--- src/sv/mst_pkg.sv ---
`timescale 1ns / 1ps
// ----------------------------------------------------------------------------
// MTU signature table package
// Shared widths, codes, defaults and the item type passed from front to back.
// ----------------------------------------------------------------------------
package mst_pkg;

    localparam int BUCKETS_DEF = 64;
    localparam int ENTRIES_DEF = 8;
    localparam int QUEUE_DEPTH = 4;

    localparam int MTU_W     = 16;
    localparam int VALUE_W   = 17;
    localparam int LABEL_W   = 8;
    localparam int HDR_W     = 8;
    localparam int STATUS_W  = 3;
    localparam int CFG_IDX_W = 1;

    localparam logic [HDR_W-1:0] HDR_V4_RESET = 8'd40;
    localparam logic [HDR_W-1:0] HDR_V6_RESET = 8'd60;

    localparam logic [CFG_IDX_W-1:0] CFG_HDR_V4 = 1'b0;
    localparam logic [CFG_IDX_W-1:0] CFG_HDR_V6 = 1'b1;

    localparam logic OP_REGISTER = 1'b0;
    localparam logic OP_LOOKUP   = 1'b1;

    typedef logic [STATUS_W-1:0] status_t;

    localparam status_t STATUS_STORED  = 3'd0;
    localparam status_t STATUS_MATCHED = 3'd1;
    localparam status_t STATUS_NOMATCH = 3'd2;
    localparam status_t STATUS_SKIPPED = 3'd3;
    localparam status_t STATUS_BADVAL  = 3'd4;
    localparam status_t STATUS_FULL    = 3'd5;

    typedef logic [1:0] kind_t;

    localparam kind_t KIND_STORE  = 2'd0;
    localparam kind_t KIND_BAD    = 2'd1;
    localparam kind_t KIND_LOOKUP = 2'd2;
    localparam kind_t KIND_SKIP   = 2'd3;

    typedef struct packed {
        kind_t              kind;
        logic [VALUE_W-1:0] value;
        logic [LABEL_W-1:0] label;
        logic               side;
    } item_t;

endpackage

--- src/sv/mst_queue.sv ---
`timescale 1ns / 1ps
// ----------------------------------------------------------------------------
// MTU signature table item queue
// Small first-in first-out buffer between the front end and the back end.
// ----------------------------------------------------------------------------
module mst_queue #(
    parameter int WIDTH = 8,
    parameter int DEPTH = mst_pkg::QUEUE_DEPTH
) (
    input  logic             clk,
    input  logic             rst_n,
    input  logic             push,
    input  logic [WIDTH-1:0] push_data,
    input  logic             pop,
    output logic [WIDTH-1:0] head,
    output logic             full,
    output logic             empty
);

    localparam int PW = (DEPTH > 1) ? $clog2(DEPTH) : 1;
    localparam int CW = $clog2(DEPTH + 1);
    localparam logic [PW-1:0] LAST = PW'(DEPTH - 1);
    localparam logic [CW-1:0] FULL_COUNT = CW'(DEPTH);

    logic [WIDTH-1:0] slot_reg [DEPTH];
    logic [PW-1:0]    wr_ptr_reg;
    logic [PW-1:0]    rd_ptr_reg;
    logic [CW-1:0]    count_reg;

    always_ff @(posedge clk or negedge rst_n)
    begin
        if (!rst_n)
        begin
            wr_ptr_reg <= '0;
            rd_ptr_reg <= '0;
            count_reg  <= '0;
        end
        else
        begin
            if (push)
            begin
                wr_ptr_reg <= (wr_ptr_reg == LAST) ? '0 : wr_ptr_reg + 1'b1;
            end
            if (pop)
            begin
                rd_ptr_reg <= (rd_ptr_reg == LAST) ? '0 : rd_ptr_reg + 1'b1;
            end
            if (push && !pop)
            begin
                count_reg <= count_reg + 1'b1;
            end
            else if (pop && !push)
            begin
                count_reg <= count_reg - 1'b1;
            end
        end
    end

    always_ff @(posedge clk)
    begin
        if (push)
        begin
            slot_reg[wr_ptr_reg] <= push_data;
        end
    end

    assign head  = slot_reg[rd_ptr_reg];
    assign full  = (count_reg == FULL_COUNT);
    assign empty = (count_reg == '0);

endmodule

--- config.mk ---
export PLATFORM = sky130hd
export DESIGN_NAME = mst_queue
export DESIGN_NICKNAME = d
export VERILOG_FILES = /design/src/sv/mst_pkg.sv /design/src/sv/mst_queue.sv
export SDC_FILE = /design/constraint.sdc
export NUM_CORES = 1
export LEC_CHECK = 0
export BUFFER_PORTS_ARGS = -buffer_cell sky130_fd_sc_hd__buf_2
export CORE_MARGIN = 8
export CORE_UTILIZATION = 30
export CTS_BUF_LIST = sky130_fd_sc_hd__clkbuf_16
export DETAILED_ROUTE_END_ITERATION = 16
export RECOVER_POWER = 100
export SLEW_MARGIN = 40
export SYNTH_ARGS = -nofsm -noshare
export SYNTH_HDL_FRONTEND = slang
export SYNTH_SLANG_ARGS = --single-unit
--- constraint.sdc ---
create_clock -name clk -period 2.7 [get_ports clk]
set_clock_uncertainty 0.05 [all_clocks]
set_input_delay 0.135 -clock clk [delete_from_list [all_inputs] [get_ports clk]]
set_output_delay 0.135 -clock clk [all_outputs]
set_load 0.1 [all_outputs]
==> out/qor.tcl <==
set qor(tritoncts) {built}
set qor(top_usage_layer) {met2}
set qor(clock.fmax_mhz) 459.3
set qor(flow.area_growth_from_synthesis_pct) 21.75
set qor(layout.cell_area.non_filler_sq_mm) 0.001912
set qor(routabilityCongestion) 0.6372
set qor(cts-root-to-sink-buffers) 2
set qor(synth.lib_cells_used.distinct) 18
set qor(min-delay-path-class) {input port to register}
set qor(detail_route.vias_per_cell) 4.311
set qor(largest_net_degree_at_the_start_of_global_routing) 13
set qor(largest_register_ff_count) 32
set qor(timing.critical_path.from_type) {register}
set qor(setup_repair_after_global_routing_missed_its_margin) {no}
set qor(setup_viol) 0
set qor(initial_core_util) 0.3094
set qor(grt_use_total) 0.07369
set qor(io-pin-count) 22
set qor(number_of_antenna_violations_at_the_first_check_in_global_routing) 0
set qor(dpl-instance-area_sq_mm) 0.001752
set qor(yosys-top-cells-area) {edfxtp_1 61%, mux4_2 11%, dfrtp_1 11%}
set qor(detail_route.first_pass.iterations) 3
set qor(antenna_violating_nets_post_route) 0
set qor(met1_global_route_usage) 0.07792
set qor(cts.root.buffer_cell) {clkbuf_16}
set qor(post-route-min-period_ns) 2.177
set qor(wirelength_microns) 2562
set qor(timing_hold_violations_final) 0
set qor(post_synthesis_net_count) 98
set qor(max_slew_margin) 0.2243
set qor(port_buffers) 21
set qor(synth.most_common_cell) {edfxtp_1}
set qor(final_sum_of_negative_setup_slack_ns) 0
set qor(drt-initial-drc-count) 13
set qor(die_height_microns) 88.35
set qor(drv.max_cap_violation_count) 0
set qor(grt_pass1_vias) 858
set qor(clk_pin_slew_worst_paths_ns) 0.05
set qor(post_cts_buffers) 0
set qor(grt_pass1_wl_microns) 4153
set qor(core_sq_mm) 0.005075
set qor(route.vias.total) 763
set qor(htreeDepth) 2
set qor(detailedPlacementHpwl_microns) 1833
set qor(synthCells) 79
set qor(status) {finished, final reports clean}
set qor(syn_area_per_cell_sq_um) 19.88
set qor(die_w_microns) 88.35
set qor(cp_data_required_time_ns) 2.52
set qor(max_slew.worst_pin.slew_ns) 1.169
set qor(setup.reg_to_reg.worst_slack_ns) 1.07
set qor(tritoncts.num_buffers) 5
set qor(worst_path_class_setup) {register to output port}
set qor(clkLatencyLatePin_ns) 0.27
set qor(synthFlopType) {edfxtp_1}
set qor(synth-seq-cells) 39
set qor(groute.layer.met3.usage) 0.03435
set qor(number_of_sinks_on_the_clock_net) 39
set qor(count_of_standard_cell_rows) 26
set qor(post_synth_most_frequent_cells) {32 x edfxtp_1, 8 x mux4_2, 7 x dfrtp_1, 6 x ha_1, 5 x inv_1}
set qor(synth_edf_count) 32
set qor(post-synth-top-area-cell) {edfxtp_1}
set qor(setup.worst_path.end_class) {output port}
set qor(cp_max_fo) 11
set qor(antennaDiodeCount) 0
set qor(nNetsFinal) 125
set qor(groute.layer.met2.usage) 0.1208
set qor(drc) 0
set qor(dieArea_sq_mm) 0.007805
set qor(wl_per_cell_microns) 14.47
set qor(synth_async_sr_flop_share) 0.1795
set qor(synth.top_cell.area_share) 0.6120
set qor(maxSlewViolCount) 0
set qor(layout_worst_path_cycle_share) 0.8064
set qor(mappedNetlistArea_sq_mm) 0.001570
set qor(drive_gt1_frac) 0.2710
set qor(synth-seq-area-share) 0.7235
set qor(arrival_time_reported_for_the_critical_path_endpoint_ns) 1.99
set qor(synth-warning-count) 0
set qor(global_route.overflow_total) 0
area by class of cell:
cell class	count	area [sq um]
Fill cell	494	3163
Sequential cell	39	1136
Multi-Input combinational cell	33	404.1
Clock buffer	5	125.1
Timing Repair Buffer	22	101.3
Tap cell	70	87.58
Clock inverter	3	38.79
Inverter	5	18.77
logic make-up (layout without fill, tap and decap cells):
group / count (synthesis) / count (layout) / share of synthesized area
buffers and inverters: 7 / 35 / 0.02231
xor gates and xnor gates: 3 / 3 / 0.01674
AOI/OAI and AO/OA: 2 / 2 / 0.006375
and+or+nand+nor: 10 / 10 / 0.03426
adders and majority gates: 7 / 7 / 0.06056
muxes: 11 / 11 / 0.1363
DFF: 39 / 39 / 0.7235
cells in the final DEF, fill, tap and decap left out, drive strengths merged:
cell / Yosys / routed
nand3: 1 / 1
o21ai: 2 / 2
bufinv: 0 / 1
edfxtp: 32 / 32
nor3b: 1 / 1
nor3: 1 / 1
mux2: 3 / 3
xor2: 2 / 2
nand2: 1 / 1
xnor2: 1 / 1
buf: 2 / 2
and2: 4 / 4
inv: 5 / 5
clkinv: 0 / 2
fa: 1 / 1
nor2: 2 / 2
dlygate4sd3: 0 / 1
clkbuf: 0 / 24
mux4: 8 / 8
dfrtp: 7 / 7
ha: 6 / 6
routing by layer:
metal	up-vias	wire, microns
met5	-	0
li1	351	-
met3	7	233
met1	383	1034
met4	0	45
met2	22	1249
through the flow:
step                hold slack (ns)  setup WS (ns)    util  cells
global placement           -0.07168         0.8969  0.3452    168
CTS                         0.02071         0.5536  0.3794    177
global route                0.08920         0.4045  0.3767    177
floorplan                   -0.2106        0.02168       -     79
detailed placement         -0.07135         0.8497  0.3452    168
finish                      0.06886         0.5227  0.3767    177
timing repair:
item | CTS | global route
gates resized for setup | 0 | 0
endpoints found under the hold margin | 7 | 0
hold buffers | 1 | 0
worst max-delay path, cell delays in order (launching register included):
cell	delay (ns)
dfrtp_1	0.75
mux4_2	0.58
clkbuf_2	0.39
final timing paths:
check,from,endpoint,cells past startpoint
setup / recovery,rd_ptr_reg[0]$_DFFE_PN0P_,head[4],2
hold / removal,push_data[2],slot_reg[0][2]$_DFFE_PP_,1
setup reg to reg,wr_ptr_reg[0]$_DFFE_PN0P_,slot_reg[0][7]$_DFFE_PP_,3
hold reg to reg,count_reg[2]$_DFFE_PN0P_,count_reg[2]$_DFFE_PN0P_,1
max in group asynchronous,rst_n,rd_ptr_reg[0]$_DFFE_PN0P_,2
min in group asynchronous,rst_n,count_reg[0]$_DFFE_PN0P_,2
Power is left out: the tool's default activity adds up to more than one toggle a clock period on the data nets, which glitch-free logic cannot reach.
