==> src/sv/mst_pkg.sv <==
`timescale 1ns / 1ps
// ----------------------------------------------------------------------------
// MTU signature table package
// Shared widths, codes, defaults and the item type passed from front to back.
// ----------------------------------------------------------------------------
package mst_pkg;

    localparam int BUCKETS_DEF = 64;
    localparam int ENTRIES_DEF = 8;
    localparam int QUEUE_DEPTH = 4;

    localparam int MTU_W     = 16;
    localparam int VALUE_W   = 17;
    localparam int LABEL_W   = 8;
    localparam int HDR_W     = 8;
    localparam int STATUS_W  = 3;
    localparam int CFG_IDX_W = 1;

    localparam logic [HDR_W-1:0] HDR_V4_RESET = 8'd40;
    localparam logic [HDR_W-1:0] HDR_V6_RESET = 8'd60;

    localparam logic [CFG_IDX_W-1:0] CFG_HDR_V4 = 1'b0;
    localparam logic [CFG_IDX_W-1:0] CFG_HDR_V6 = 1'b1;

    localparam logic OP_REGISTER = 1'b0;
    localparam logic OP_LOOKUP   = 1'b1;

    typedef logic [STATUS_W-1:0] status_t;

    localparam status_t STATUS_STORED  = 3'd0;
    localparam status_t STATUS_MATCHED = 3'd1;
    localparam status_t STATUS_NOMATCH = 3'd2;
    localparam status_t STATUS_SKIPPED = 3'd3;
    localparam status_t STATUS_BADVAL  = 3'd4;
    localparam status_t STATUS_FULL    = 3'd5;

    typedef logic [1:0] kind_t;

    localparam kind_t KIND_STORE  = 2'd0;
    localparam kind_t KIND_BAD    = 2'd1;
    localparam kind_t KIND_LOOKUP = 2'd2;
    localparam kind_t KIND_SKIP   = 2'd3;

    typedef struct packed {
        kind_t              kind;
        logic [VALUE_W-1:0] value;
        logic [LABEL_W-1:0] label;
        logic               side;
    } item_t;

endpackage

==> src/sv/mst_front.sv <==
`timescale 1ns / 1ps
// ----------------------------------------------------------------------------
// MTU signature table front end
// Takes an item, classifies it, forms the MTU and its bucket, and queues it.
// ----------------------------------------------------------------------------
module mst_front #(
    parameter int BUCKETS = mst_pkg::BUCKETS_DEF
) (
    input  logic                                   clk,
    input  logic                                   rst_n,
    input  logic                                   accept,
    input  logic                                   operation,
    input  logic [mst_pkg::MTU_W-1:0]              mtu_value,
    input  logic [mst_pkg::LABEL_W-1:0]            label_id,
    input  logic [mst_pkg::MTU_W-1:0]              mss,
    input  logic                                   is_ipv6,
    input  logic                                   syn_already_sent,
    input  logic                                   to_server,
    input  logic [mst_pkg::HDR_W-1:0]              hdr_v4,
    input  logic [mst_pkg::HDR_W-1:0]              hdr_v6,
    input  logic                                   queue_full,
    output logic                                   active,
    output logic                                   push,
    output mst_pkg::item_t                         push_item,
    output logic [((BUCKETS > 1) ? $clog2(BUCKETS) : 1)-1:0] push_bucket
);

    localparam int BKT_W     = (BUCKETS > 1) ? $clog2(BUCKETS) : 1;
    localparam int VW        = mst_pkg::VALUE_W;
    // Reciprocal for value mod BUCKETS: the quotient estimate is exact or one low.
    localparam int MOD_SHIFT = VW + $clog2(BUCKETS) + 1;
    localparam int RECIP_W   = MOD_SHIFT + 1;
    localparam longint unsigned RECIP_L = (64'd1 << MOD_SHIFT) / BUCKETS;
    localparam logic [RECIP_W-1:0] RECIP     = RECIP_W'(RECIP_L);
    localparam logic [VW-1:0]      BUCKETS_V = VW'(BUCKETS);

    localparam logic [1:0] STEP_MUL  = 2'd0;
    localparam logic [1:0] STEP_QB   = 2'd1;
    localparam logic [1:0] STEP_PUSH = 2'd2;

    logic                   active_reg;
    logic [1:0]             step_reg;
    mst_pkg::item_t         item_reg;
    logic [VW+RECIP_W-1:0]  prod_reg;
    logic [VW-1:0]          qb_reg;

    mst_pkg::item_t         item_next;
    logic [VW-1:0]          quot;
    logic [2*VW-1:0]        qb_full;
    logic [VW-1:0]          rem_raw;
    logic [VW-1:0]          rem_fix;

    always_comb
    begin
        item_next = '0;
        if (operation == mst_pkg::OP_REGISTER)
        begin
            item_next.kind  = (mtu_value == '0) ? mst_pkg::KIND_BAD : mst_pkg::KIND_STORE;
            item_next.value = VW'(mtu_value);
            item_next.label = label_id;
            item_next.side  = 1'b0;
        end
        else
        begin
            item_next.kind  = ((mss == '0) || syn_already_sent) ? mst_pkg::KIND_SKIP
                                                                : mst_pkg::KIND_LOOKUP;
            item_next.value = VW'(mss) + VW'(is_ipv6 ? hdr_v6 : hdr_v4);
            item_next.label = '0;
            item_next.side  = to_server;
        end
    end

    assign quot    = prod_reg[MOD_SHIFT +: VW];
    assign qb_full = {{VW{1'b0}}, quot} * {{VW{1'b0}}, BUCKETS_V};
    assign rem_raw = item_reg.value - qb_reg;
    assign rem_fix = (rem_raw >= BUCKETS_V) ? (rem_raw - BUCKETS_V) : rem_raw;

    always_ff @(posedge clk or negedge rst_n)
    begin
        if (!rst_n)
        begin
            active_reg <= 1'b0;
            step_reg   <= STEP_MUL;
        end
        else if (accept)
        begin
            active_reg <= 1'b1;
            step_reg   <= STEP_MUL;
        end
        else if (active_reg)
        begin
            unique case (step_reg)
                STEP_MUL:  step_reg <= STEP_QB;
                STEP_QB:   step_reg <= STEP_PUSH;
                STEP_PUSH:
                begin
                    if (!queue_full)
                    begin
                        active_reg <= 1'b0;
                    end
                end
                default:   step_reg <= STEP_MUL;
            endcase
        end
    end

    always_ff @(posedge clk)
    begin
        if (accept)
        begin
            item_reg <= item_next;
        end
        prod_reg <= {{RECIP_W{1'b0}}, item_reg.value} * {{VW{1'b0}}, RECIP};
        qb_reg   <= qb_full[VW-1:0];
    end

    assign active      = active_reg;
    assign push        = active_reg && (step_reg == STEP_PUSH) && !queue_full;
    assign push_item   = item_reg;
    assign push_bucket = rem_fix[BKT_W-1:0];

endmodule

==> config.mk <==
export PLATFORM = sky130hd
export DESIGN_NAME = mst_front
export DESIGN_NICKNAME = d
export VERILOG_FILES = /design/src/sv/mst_pkg.sv /design/src/sv/mst_front.sv
export SDC_FILE = /design/constraint.sdc
export NUM_CORES = 1
export LEC_CHECK = 0
export BUFFER_PORTS_ARGS = -buffer_cell sky130_fd_sc_hd__buf_2
export CORE_UTILIZATION = 35
export CTS_BUF_LIST = sky130_fd_sc_hd__clkbuf_8
export DETAILED_ROUTE_END_ITERATION = 7
export REMOVE_ABC_BUFFERS = 1
export SETUP_SLACK_MARGIN = 0.4
export SYNTH_ARGS = -nofsm -noshare
export SYNTH_HDL_FRONTEND = slang
export SYNTH_SLANG_ARGS = --single-unit
==> constraint.sdc <==
create_clock -name clk -period 1.3 [get_ports clk]
set_input_delay 0.065 -clock clk [delete_from_list [all_inputs] [get_ports clk]]
set_output_delay 0.065 -clock clk [all_outputs]
set_load 0.01 [all_outputs]
==> results.sh, run 1 <==
export IMPL_status="finished, violations left"
export IMPL_violations="setup timing"
export IMPL_p_per_area_mw_per_mm2=962.1
export IMPL_final_setup_tns_ns=-6.114
export IMPL_crit_path_frequent_cell="mux2_4"
export IMPL_synth_cell_type_count=43
export IMPL_max_slew_margin=0.7577
export IMPL_antenna_found_initial=0
export IMPL_reg2reg_from="step_reg[0]$_DFFE_PN0P_"
export IMPL_yosysTopAreaCellShare=0.4174
export IMPL_grt_usage=0.1976
export IMPL_synth_area_leaders="edfxtp_1, mux2_2, ha_1"
export IMPL_max_vdd_ir_drop_v=0.0005527
export IMPL_grt_pass1_vias=1938
export IMPL_endpoint_kind="flop"
export IMPL_cts_htree_levels=2
export IMPL_start_util=0.3636
export IMPL_largest_reg_flops=28
export IMPL_post_route_min_period_ns=1.785
export IMPL_cts_tree="yes"
export IMPL_required_ns=1.33
export IMPL_setup_viol_count_final=16
export IMPL_drc=0
export IMPL_fp_dieW_um=77.87
export IMPL_cp_cell_sequence="buf_8 -> mux2_4 -> ha_4 -> fa_2 -> a211oi_2 -> o21a_2 -> buf_6 -> xnor2_2 -> mux2_4"
export IMPL_maxCapViolCount=0
export IMPL_cts_root_buf="clkbuf_8"
export IMPL_clkSinkCount=31
export IMPL_synth_area_mm2=0.002014
export IMPL_cts_reportedPaths_clkPinSlew_ns=0.06
export IMPL_fillers=489
export IMPL_cts_buffer_depth=2
export IMPL_synth_adder_area_share=0.05963
export IMPL_min_path_type="input port to flop"
export IMPL_dr_pass1_iters=4
export IMPL_drive_gt1_frac=0.6235
export IMPL_via_per_inst=4.973
export IMPL_netlist_instances=194
export IMPL_fmax_ghz=0.5603
export IMPL_syn2layout_area_growth_pct=68.51
export IMPL_cp_slowest_cell="fa_2"
export IMPL_dpl_hpwl_um=4104
export IMPL_worstSetupStartpointType="input port"
export IMPL_worst_clock_skew_ns=0.0001679
export IMPL_rsz0062_at_grt="yes"
export IMPL_synth_area_mux_share=0.08323
export IMPL_design_core_area_mm2=0.005540
export IMPL_cts_buffers=5
export IMPL_holdWs_ns=0.08238
export IMPL_reg2reg_to="step_reg[1]$_DFFE_PN0P_"
export IMPL_stdcell_area_mm2=0.003395
export IMPL_synth_ff_type="edfxtp_1"
export IMPL_dpl_cell_area_mm2=0.002808
export IMPL_layout_setup_ws_ns=-0.4848
export IMPL_arrival_ns=1.82
export IMPL_antenna_cells=0
export IMPL_clk_latency_ns=0.27
export IMPL_ys_async_sr_fraction=0.09677
export IMPL_worst_pin_slew_ns=0.3610
export IMPL_path_class="input port to flop"
export IMPL_drtIter0Drc=48
export IMPL_synth_top_family_by_area="simple AND/OR/NAND/NOR gates"
export IMPL_yosysTopAreaCell="edfxtp_1"
export IMPL_synthSimpleGateAreaFrac=0.1913
export IMPL_io_pins=100
export IMPL_finalCritPeriodShare=1.373
export IMPL_yosysSeqAreaShare=0.4547
export IMPL_synth_xor_area_share=0.03913
export IMPL_nets=404
export IMPL_synth_edf_count=28
export IMPL_finalHoldViolCount=0
export IMPL_vias=2009
export IMPL_critPathLaunch="is_ipv6"
export IMPL_grt_overflow_total=0
export IMPL_grt_pass1_wl_um=9294
export IMPL_ys_warn_count=0
export IMPL_reg2reg_slack_ns=0.30
export IMPL_die_h_um=77.87
export IMPL_p_leak_nw=1.490
export IMPL_grt_start_max_net_pins=32
export IMPL_endpoint="push_item[15]$_DFFE_PP_"
export IMPL_io_buffers=99
export IMPL_synth_compound_area_frac=0.1292
export IMPL_avgRoutedWirePerCell_um=14.08
export IMPL_ant_nets=0
export IMPL_routed_wl_um=5690
export IMPL_yosys_register_bits=31
export IMPL_avgSynthCellArea_um2=10.38
export IMPL_gp_congestion=0.8991
export IMPL_dieArea_mm2=0.006063
export IMPL_slew_violations=0
export IMPL_r2r_cells=5
export IMPL_rows=27
export IMPL_cp_max_fo=4
export IMPL_slowest_delay_ns=0.38
==> kinds of logic after synthesis <==
kind of cell    Yosys count
compound gates           39
flops                    31
simple gates             75
mux                      15
fa+ha+maj                 9
xor+xnor                  9
buf+inv                  16
==> routing by layer <==
| layer | vias up | GRT usage | share of wire |
|---|---|---|---|
| met5 | - | 0 | 0 |
| met4 | 0 | 0.09434 | 0.031 |
| met3 | 16 | 0.03176 | 0.044 |
| met2 | 71 | 0.3336 | 0.50 |
| met1 | 927 | 0.2445 | 0.43 |
| li1 | 995 | - | - |
==> where the power goes <==
group | internal, W | leakage, nW | switching [W]
Combinational | 0.000695 | 1.13 | 0.000598
Clock | 0.000359 | 0.0505 | 0.000326
Sequential | 0.00123 | 0.307 | 0.0000591
Total | 0.00228 | 1.49 | 0.000984
==> worst max-delay path: cells and delay by family <==
family,cells,cell delay (ns)
buffers and inverters,2,0.23
XOR/XNOR,1,0.06
AO/OA/AOI/OAI,2,0.36
multiplexers,2,0.55
adder cells (fa/ha/maj),2,0.55
==> layout make-up <==
class	count	area (µm²)	area share
clock buffer	5	68.82	0.02027
timing repair buffer	143	893.4	0.2632
multi-input combinational	147	1403	0.4132
inverter	3	11.26	0.003317
tap	72	90.09	0.02654
clock inverter	3	12.51	0.003686
sequential	31	915.9	0.2698
==> placed cells by master, fill, tap and decap left out, types with 2 or more instances in the layout <==
cell,instances
and2_1,2
inv_1,4
nor3_1,3
ha_4,8
buf_6,8
a21oi_1,8
nor2_4,2
xnor2_1,6
dfrtp_1,3
xnor2_2,2
clkbuf_8,5
a21o_1,6
nor2b_1,8
a211oi_2,3
nor2_2,2
nand4_1,3
buf_2,96
nor4_1,4
nor3_2,2
a2111o_1,2
buf_8,2
nand2_1,11
buf_4,35
nor2_1,10
nand3_1,7
nor4_4,2
and3_1,2
o21ai_1,3
a21oi_4,4
nand2_2,3
nand3_2,3
edfxtp_1,28
mux2_4,12
mux2_2,2
==> cell usage after synthesis (all sizes together) (4+ instances only) <==
library cell,instances
xnor2,8
ha,8
nand2,14
nor4,7
o21ai,5
a21oi,13
nor3,6
buf,9
nor2,14
nor2b,9
mux2,14
a21o,6
nand3,11
clkbuf,4
edfxtp,28
==> worst min-delay path by stage <==
| stage | from | endpoint | slack, ns | cells after the start |
|---|---|---|---|---|
| finish | label_id[7] | push_item[8]$_SDFFCE_PP0P_ | 0.08 | 2 |
| global route | mtu_value[0] | push_item[9]$_DFFE_PP_ | 0.08 | 2 |
| CTS | label_id[1] | push_item[2]$_SDFFCE_PP0P_ | 0.07 | 2 |
| detailed placement | rst_n | step_reg[1]$_DFFE_PN0P_ | -0.14 | 1 |
| global placement | rst_n | step_reg[1]$_DFFE_PN0P_ | -0.14 | 1 |
| floorplan | rst_n | active$_DFF_PN0_ | -0.23 | 0 |
==> metrics by stage <==
stage	worst slack, ns	instances	total power, W	util
6_report	-0.4848	404	0.003266	0.6127
5_1_grt	-0.5674	404	0.003463	0.6127
4_1_cts	-0.4765	403	0.003164	0.5885
3_5_place_dp	-0.9968	388	0.002224	0.5068
3_3_place_gp	-0.9790	388	0.002213	0.5068
2_1_floorplan	-0.8482	181	0.001757	-
==> repair_timing <==
action | 4_1_cts | 5_1_grt
setup buffers | 6 | 1
hold buffers | 1 | 0
endpoints found under the hold margin | 3 | 0
endpoints found under the setup margin | 22 | 28
pin swaps | 36 | 16
resized for setup | 67 | 23
No activity file was read; power rests on OpenSTA's default activity.
==> run 2: changes to the inputs <==
- SKIP_LAST_GASP: default -> 1
==> run 2 against run 1 <==
  * The flow still finishes with violations (setup timing)
  * Wire length down 0.39%
  * Non-clock buffer count stayed put
  * Combinational power barely moved
  * Critical path type unchanged
  * Count of clock-buffer cells in the layout unchanged
  * Hold slack about the same
==> results.sh, run 2 (synthesis gave the netlist of run 1 again) <==
export IMPL_via_per_inst=4.985
export IMPL_power_frac_comb=0.389
export IMPL_worstSetupStartpointType="input port"
export IMPL_min_path_type="input port to flop"
export IMPL_pwr_share_seq=0.397
export IMPL_antenna_found_initial=0
export IMPL_finalCritPeriodShare=1.370
export IMPL_syn2layout_area_growth_pct=66.27
export IMPL_avgRoutedWirePerCell_um=14.03
export IMPL_slowest_delay_ns=0.38
export IMPL_path_class="input port to flop"
export IMPL_max_vdd_ir_drop_v=0.0005526
export IMPL_final_cell_mix="buf_2, buf_4, edfxtp_1, nor2_1"
export IMPL_drtIter0Drc=47
export IMPL_internal_power_w=0.002255
export IMPL_p_leak_nw=1.470
export IMPL_cp_cell_sequence="buf_8 -> mux2_4 -> ha_4 -> fa_2 -> a211oi_2 -> o21a_2 -> buf_6 -> a211oi_2 -> xnor2_1 -> a21oi_1"
export IMPL_rsz0062_at_grt="yes"
export IMPL_finalHoldViolCount=0
export IMPL_cts_buffer_depth=2
export IMPL_crit_path_frequent_cell="a211oi_2"
export IMPL_slew_violations=0
export IMPL_swShare=0.3004
export IMPL_fmax_ghz=0.5614
export IMPL_cts_htree_levels=2
export IMPL_fp_dieW_um=77.87
export IMPL_stdcell_area_mm2=0.003349
export IMPL_grt_pass1_wl_um=9321
export IMPL_dpl_hpwl_um=4104
export IMPL_design_core_area_mm2=0.005540
export IMPL_post_route_min_period_ns=1.781
export IMPL_clk_latency_ns=0.27
export IMPL_dr_pass1_iters=4
export IMPL_status="finished, violations left"
export IMPL_worst_clock_skew_ns=0.0001691
export IMPL_arrival_ns=1.81
export IMPL_grt_start_max_net_pins=32
export IMPL_multiInputGateArea_mm2=0.001381
export IMPL_cts_tree="yes"
export IMPL_fillers=502
export IMPL_nets=404
export IMPL_cts_reportedPaths_clkPinSlew_ns=0.06
export IMPL_grt_overflow_total=0
export IMPL_io_buffers=99
export IMPL_max_slew_margin=0.7525
export IMPL_grt_pass1_vias=1939
export IMPL_routed_wl_um=5668
export IMPL_antenna_cells=0
export IMPL_dieArea_mm2=0.006063
export IMPL_rows=27
export IMPL_clkSinkCount=31
export IMPL_largest_reg_flops=28
export IMPL_p_per_area_mw_per_mm2=962.4
export IMPL_required_ns=1.32
export IMPL_drc=0
export IMPL_regArea_um2=915.9
export IMPL_io_pins=100
export IMPL_drive_gt1_frac=0.6145
export IMPL_clkPwrFrac=0.213
export IMPL_layout_commonest_cell="buf_2"
export IMPL_violations="setup timing"
export IMPL_endpoint_kind="flop"
export IMPL_worst_pin_slew_ns=0.3688
export IMPL_setup_viol_count_final=16
export IMPL_maxCapViolCount=0
export IMPL_start_util=0.3636
export IMPL_gp_congestion=0.8991
export IMPL_layout_setup_ws_ns=-0.4812
export IMPL_die_h_um=77.87
export IMPL_grt_usage=0.1981
export IMPL_vias=2014
export IMPL_cp_slowest_cell="fa_2"
export IMPL_p_switching_w=0.0009683
export IMPL_final_setup_tns_ns=-6.147
export IMPL_cts_buffers=5
export IMPL_dpl_cell_area_mm2=0.002808
export IMPL_ant_nets=0
export IMPL_cts_root_buf="clkbuf_8"
export IMPL_cp_max_fo=4
==> run 2: cell counts in the layout (fill, tap and decap cells not counted) <==
Identical to the previous run, type by type.
==> run 2: through the flow <==
step	utilization	instances	hold slack, ns	power, W	setup slack (ns)
after CTS	0.5838	403	0.06928	0.003148	-0.4765
after floorplan	-	181	-0.2306	0.001757	-0.8482
after global routing	0.6046	404	0.08278	0.003418	-0.5666
after detailed placement	0.5068	388	-0.1360	0.002224	-0.9968
after global placement	0.5068	388	-0.1367	0.002213	-0.9790
final	0.6046	404	0.08228	0.003223	-0.4812
==> run 2: per-layer routing <==
layer / up-vias / track usage / share of wire
met2: 80 / 0.3407 / 0.50
met3: 13 / 0.03059 / 0.044
met4: 0 / 0.08868 / 0.025
met1: 926 / 0.2430 / 0.44
li1: 995 / - / -
met5: - / 0 / 0
==> run 2: power groups by stage <==
stage | Clock [W] | Sequential [W] | Combinational [W]
global placement | 0 | 0.00130 | 0.000912
detailed placement | 0 | 0.00131 | 0.000918
global route | 0.000764 | 0.00129 | 0.00136
finish | 0.000688 | 0.00128 | 0.00126
floorplan | 0 | 0.00137 | 0.000385
CTS | 0.000717 | 0.00128 | 0.00116
==> run 2: worst paths after layout <==
kind	slack (ns)	cells past startpoint	endpoint	start
min in group asynchronous	0.12	2	step_reg[0]$_DFFE_PN0P_	rst_n
min reg2reg	0.61	2	step_reg[1]$_DFFE_PN0P_	step_reg[1]$_DFFE_PN0P_
min	0.08	2	push_item[8]$_SDFFCE_PP0P_	label_id[7]
max	-0.48	10	push_item[23]$_DFFE_PP_	is_ipv6
max reg2reg	0.31	5	step_reg[1]$_DFFE_PN0P_	step_reg[0]$_DFFE_PN0P_
max in group asynchronous	1.08	2	active$_DFF_PN0_	rst_n
==> run 2: cell type report <==
type / instances / area share
timing repair buffer: 143 / 0.2596
sequential: 31 / 0.2734
inverter: 3 / 0.003362
multi-input combinational: 147 / 0.4124
clock buffer: 5 / 0.02055
clock inverter: 3 / 0.003736
tap: 72 / 0.02690
==> run 2: worst max-delay path: cells and delay by family <==
| family | cells | cell delay (ns) |
|---|---|---|
| compound gates | 4 | 0.50 |
| buf+inv | 2 | 0.23 |
| fa+ha+maj | 2 | 0.55 |
| xor+xnor | 1 | 0.15 |
| mux | 1 | 0.30 |
==> run 2: timing repair <==
action	CTS	global route
resized for setup	60	19
endpoints found under the hold margin	3	0
endpoints found under the setup margin	22	28
hold buffers	1	0
pin swaps	36	13
setup buffers	6	1
==> run 3: changes to the inputs <==
- ABC_AREA: default -> 1
==> run 3 against run 2 <==
  * Via count grew 8.5%
  * Highest routed layer unchanged
  * Critical endpoint is now push_item[16]$_DFFE_PP_
  * Critical path depth grew 1
  * Wire length shrank 0.21%
  * Fmax grew 16%
  * Final area shrank 1.8%
  * Count of clock-buffer cells in the layout grew 1
  * Utilization shrank 4.9 points
  * The flow still finishes with violations (setup timing)
  * Sequential share of layout area grew 0.50 points
==> results.sh, run 3 <==
export IMPL_start_util=0.3641
export IMPL_yosys_register_bits=31
export IMPL_fmax_ghz=0.6499
export IMPL_layout_setup_ws_ns=-0.2386
export IMPL_largest_reg_flops=28
export IMPL_io_pins=100
export IMPL_cts_root_buf="clkbuf_8"
export IMPL_grt_usage=0.1854
export IMPL_worstSetupStartpointType="input port"
export IMPL_clkSinkCount=31
export IMPL_ant_nets=0
export IMPL_rsz0062_at_grt="yes"
export IMPL_avgSynthCellArea_um2=8.044
export IMPL_ys_async_sr_fraction=0.09677
export IMPL_ys_warn_count=0
export IMPL_max_slew_margin=0.8022
export IMPL_fp_dieW_um=80.48
export IMPL_dr_pass1_iters=4
export IMPL_pre_cts_slack_ns=-0.7242
export IMPL_final_util=0.5556
export IMPL_routed_wl_um=5656
export IMPL_cp_max_fo=5
export IMPL_dieArea_mm2=0.006477
export IMPL_setup_viol_count_final=14
export IMPL_slew_violations=0
export IMPL_status="finished, violations left"
export IMPL_cts_buffers=5
export IMPL_yosysSeqAreaShare=0.4248
export IMPL_synth_area_mm2=0.002156
export IMPL_violations="setup timing"
export IMPL_nets=464
export IMPL_rows=28
export IMPL_clk_latency_ns=0.27
export IMPL_design_core_area_mm2=0.005921
export IMPL_gp_congestion=0.8784
export IMPL_required_ns=1.33
export IMPL_netlist_instances=268
export IMPL_fillers=571
export IMPL_drc=0
export IMPL_holdWs_ns=0.02840
export IMPL_avgRoutedWirePerCell_um=12.11
export IMPL_final_cell_mix="buf_2, nand2_1, inv_1, edfxtp_1, buf_4"
export IMPL_synthTopCellsByCount="nand2_1, inv_1, edfxtp_1"
export IMPL_worst_pin_slew_ns=0.2940
export IMPL_drtIter0Drc=90
export IMPL_drive_gt1_frac=0.5153
export IMPL_finalHoldViolCount=0
export IMPL_endpoint_kind="flop"
export IMPL_synth_cell_type_count=32
export IMPL_io_buffers=99
export IMPL_critPathLaunch="is_ipv6"
export IMPL_p_per_area_mw_per_mm2=919.7
export IMPL_finalCritPeriodShare=1.184
export IMPL_maxCapViolCount=0
export IMPL_cts_tree="yes"
export IMPL_max_vdd_ir_drop_v=0.0004990
export IMPL_via_per_inst=4.681
export IMPL_synth_area_leaders="edfxtp_1, nand2_1, inv_1"
export IMPL_antenna_found_initial=0
export IMPL_post_route_min_period_ns=1.539
export IMPL_hp_start="queue_full"
export IMPL_grt_pass1_wl_um=9273
export IMPL_grt_overflow_total=0
export IMPL_path_class="input port to flop"
export IMPL_cts_reportedPaths_clkPinSlew_ns=0.06
export IMPL_vias=2186
export IMPL_yosysTopAreaCellShare=0.3900
export IMPL_grt_start_max_net_pins=31
export IMPL_dpl_hpwl_um=4418
export IMPL_cts_htree_levels=2
export IMPL_layout_commonest_cell="buf_2"
export IMPL_synth_edf_count=28
export IMPL_antenna_cells=0
export IMPL_syn2layout_area_growth_pct=52.58
export IMPL_yosysTopAreaCell="edfxtp_1"
export IMPL_reg2reg_from="step_reg[0]$_DFFE_PN0P_"
export IMPL_min_path_type="input port to flop"
export IMPL_cts_buffer_depth=2
export IMPL_worst_clock_skew_ns=0.00007025
export IMPL_grt_pass1_vias=2093
export IMPL_synth_ff_type="edfxtp_1"
export IMPL_die_h_um=80.48
export IMPL_p_leak_nw=1.633
export IMPL_arrival_ns=1.57
export IMPL_yosysMostFrequentCell="nand2_1"
-- run 3: metrics by stage --
step | instance area [µm²] | std cells | total power (W) | TNS, ns
floorplan | 2076 | 257 | 0.001675 | -4.391
global placement | 2820 | 450 | 0.002079 | -9.621
detailed placement | 2820 | 450 | 0.002084 | -9.953
CTS | 3214 | 465 | 0.003005 | -2.678
global route | 3289 | 467 | 0.003214 | -3.841
finish | 3289 | 467 | 0.003025 | -2.860
-- run 3: per-layer routing --
| metal | global-route usage | up-vias | share of wire | wire length (µm) |
|---|---|---|---|---|
| met4 | 0.06071 | 0 | 0.012 | 68 |
| met3 | 0.02841 | 7 | 0.062 | 351 |
| met1 | 0.2289 | 966 | 0.44 | 2478 |
| li1 | - | 1124 | - | - |
| met2 | 0.3263 | 89 | 0.49 | 2757 |
| met5 | 0 | - | 0 | 0 |
-- run 3: repair_timing --
| action | CTS | global route |
|---|---|---|
| resized for setup | 56 | 19 |
| hold endpoints to repair | 3 | 0 |
| setup endpoints to repair | 24 | 26 |
| buffers inserted | 6 | 2 |
| pin swaps | 20 | 10 |
| cloned | 0 | 0 |
| hold buffers | 1 | 0 |
-- run 3: final timing paths --
path | to | slack (ns) | cells past startpoint
max | push_item[16]$_DFFE_PP_ | -0.24 | 11
min reg2reg | step_reg[1]$_DFFE_PN0P_ | 0.51 | 2
min | active$_DFF_PN0_ | 0.03 | 3
min in group asynchronous | active$_DFF_PN0_ | 0.11 | 2
max reg2reg | step_reg[1]$_DFFE_PN0P_ | 0.36 | 5
max in group asynchronous | step_reg[0]$_DFFE_PN0P_ | 1.08 | 2
-- run 3: report_power, final --
part	switching, W	internal, W
Combinational	0.000536	0.000499
Clock	0.000332	0.000418
Sequential	0.0000328	0.00121
Total	0.000901	0.00212
-- run 3: logic make-up after synthesis --
group	Yosys count	synth area share
compound gates	21	0.05456
xor+xnor	4	0.01625
fa+ha+maj	9	0.05572
buf+inv	51	0.1068
flops	31	0.4248
mux	8	0.04179
simple gates	144	0.3001
-- run 3: critical path, stage by stage --
cell     delay, ns
buf_8         0.11
buf_6         0.13
mux2_4        0.30
ha_4          0.24
nand2_1       0.07
nand2_1       0.08
a21oi_2       0.14
nand2_2       0.09
buf_4         0.15
xnor2_1       0.13
o21ai_1       0.07
-- run 3: area by class of cell --
| type | instances | area, µm² | share of cell area |
|---|---|---|---|
| well taps | 75 | 93.84 | 0.02853 |
| repair buffers | 127 | 734.5 | 0.2233 |
| clock buffers | 6 | 82.58 | 0.02510 |
| clock inverters | 2 | 8.758 | 0.002663 |
| multi-input cells | 186 | 1304 | 0.3963 |
| flip-flops and latches | 31 | 915.9 | 0.2784 |
| inverters | 40 | 150.1 | 0.04564 |
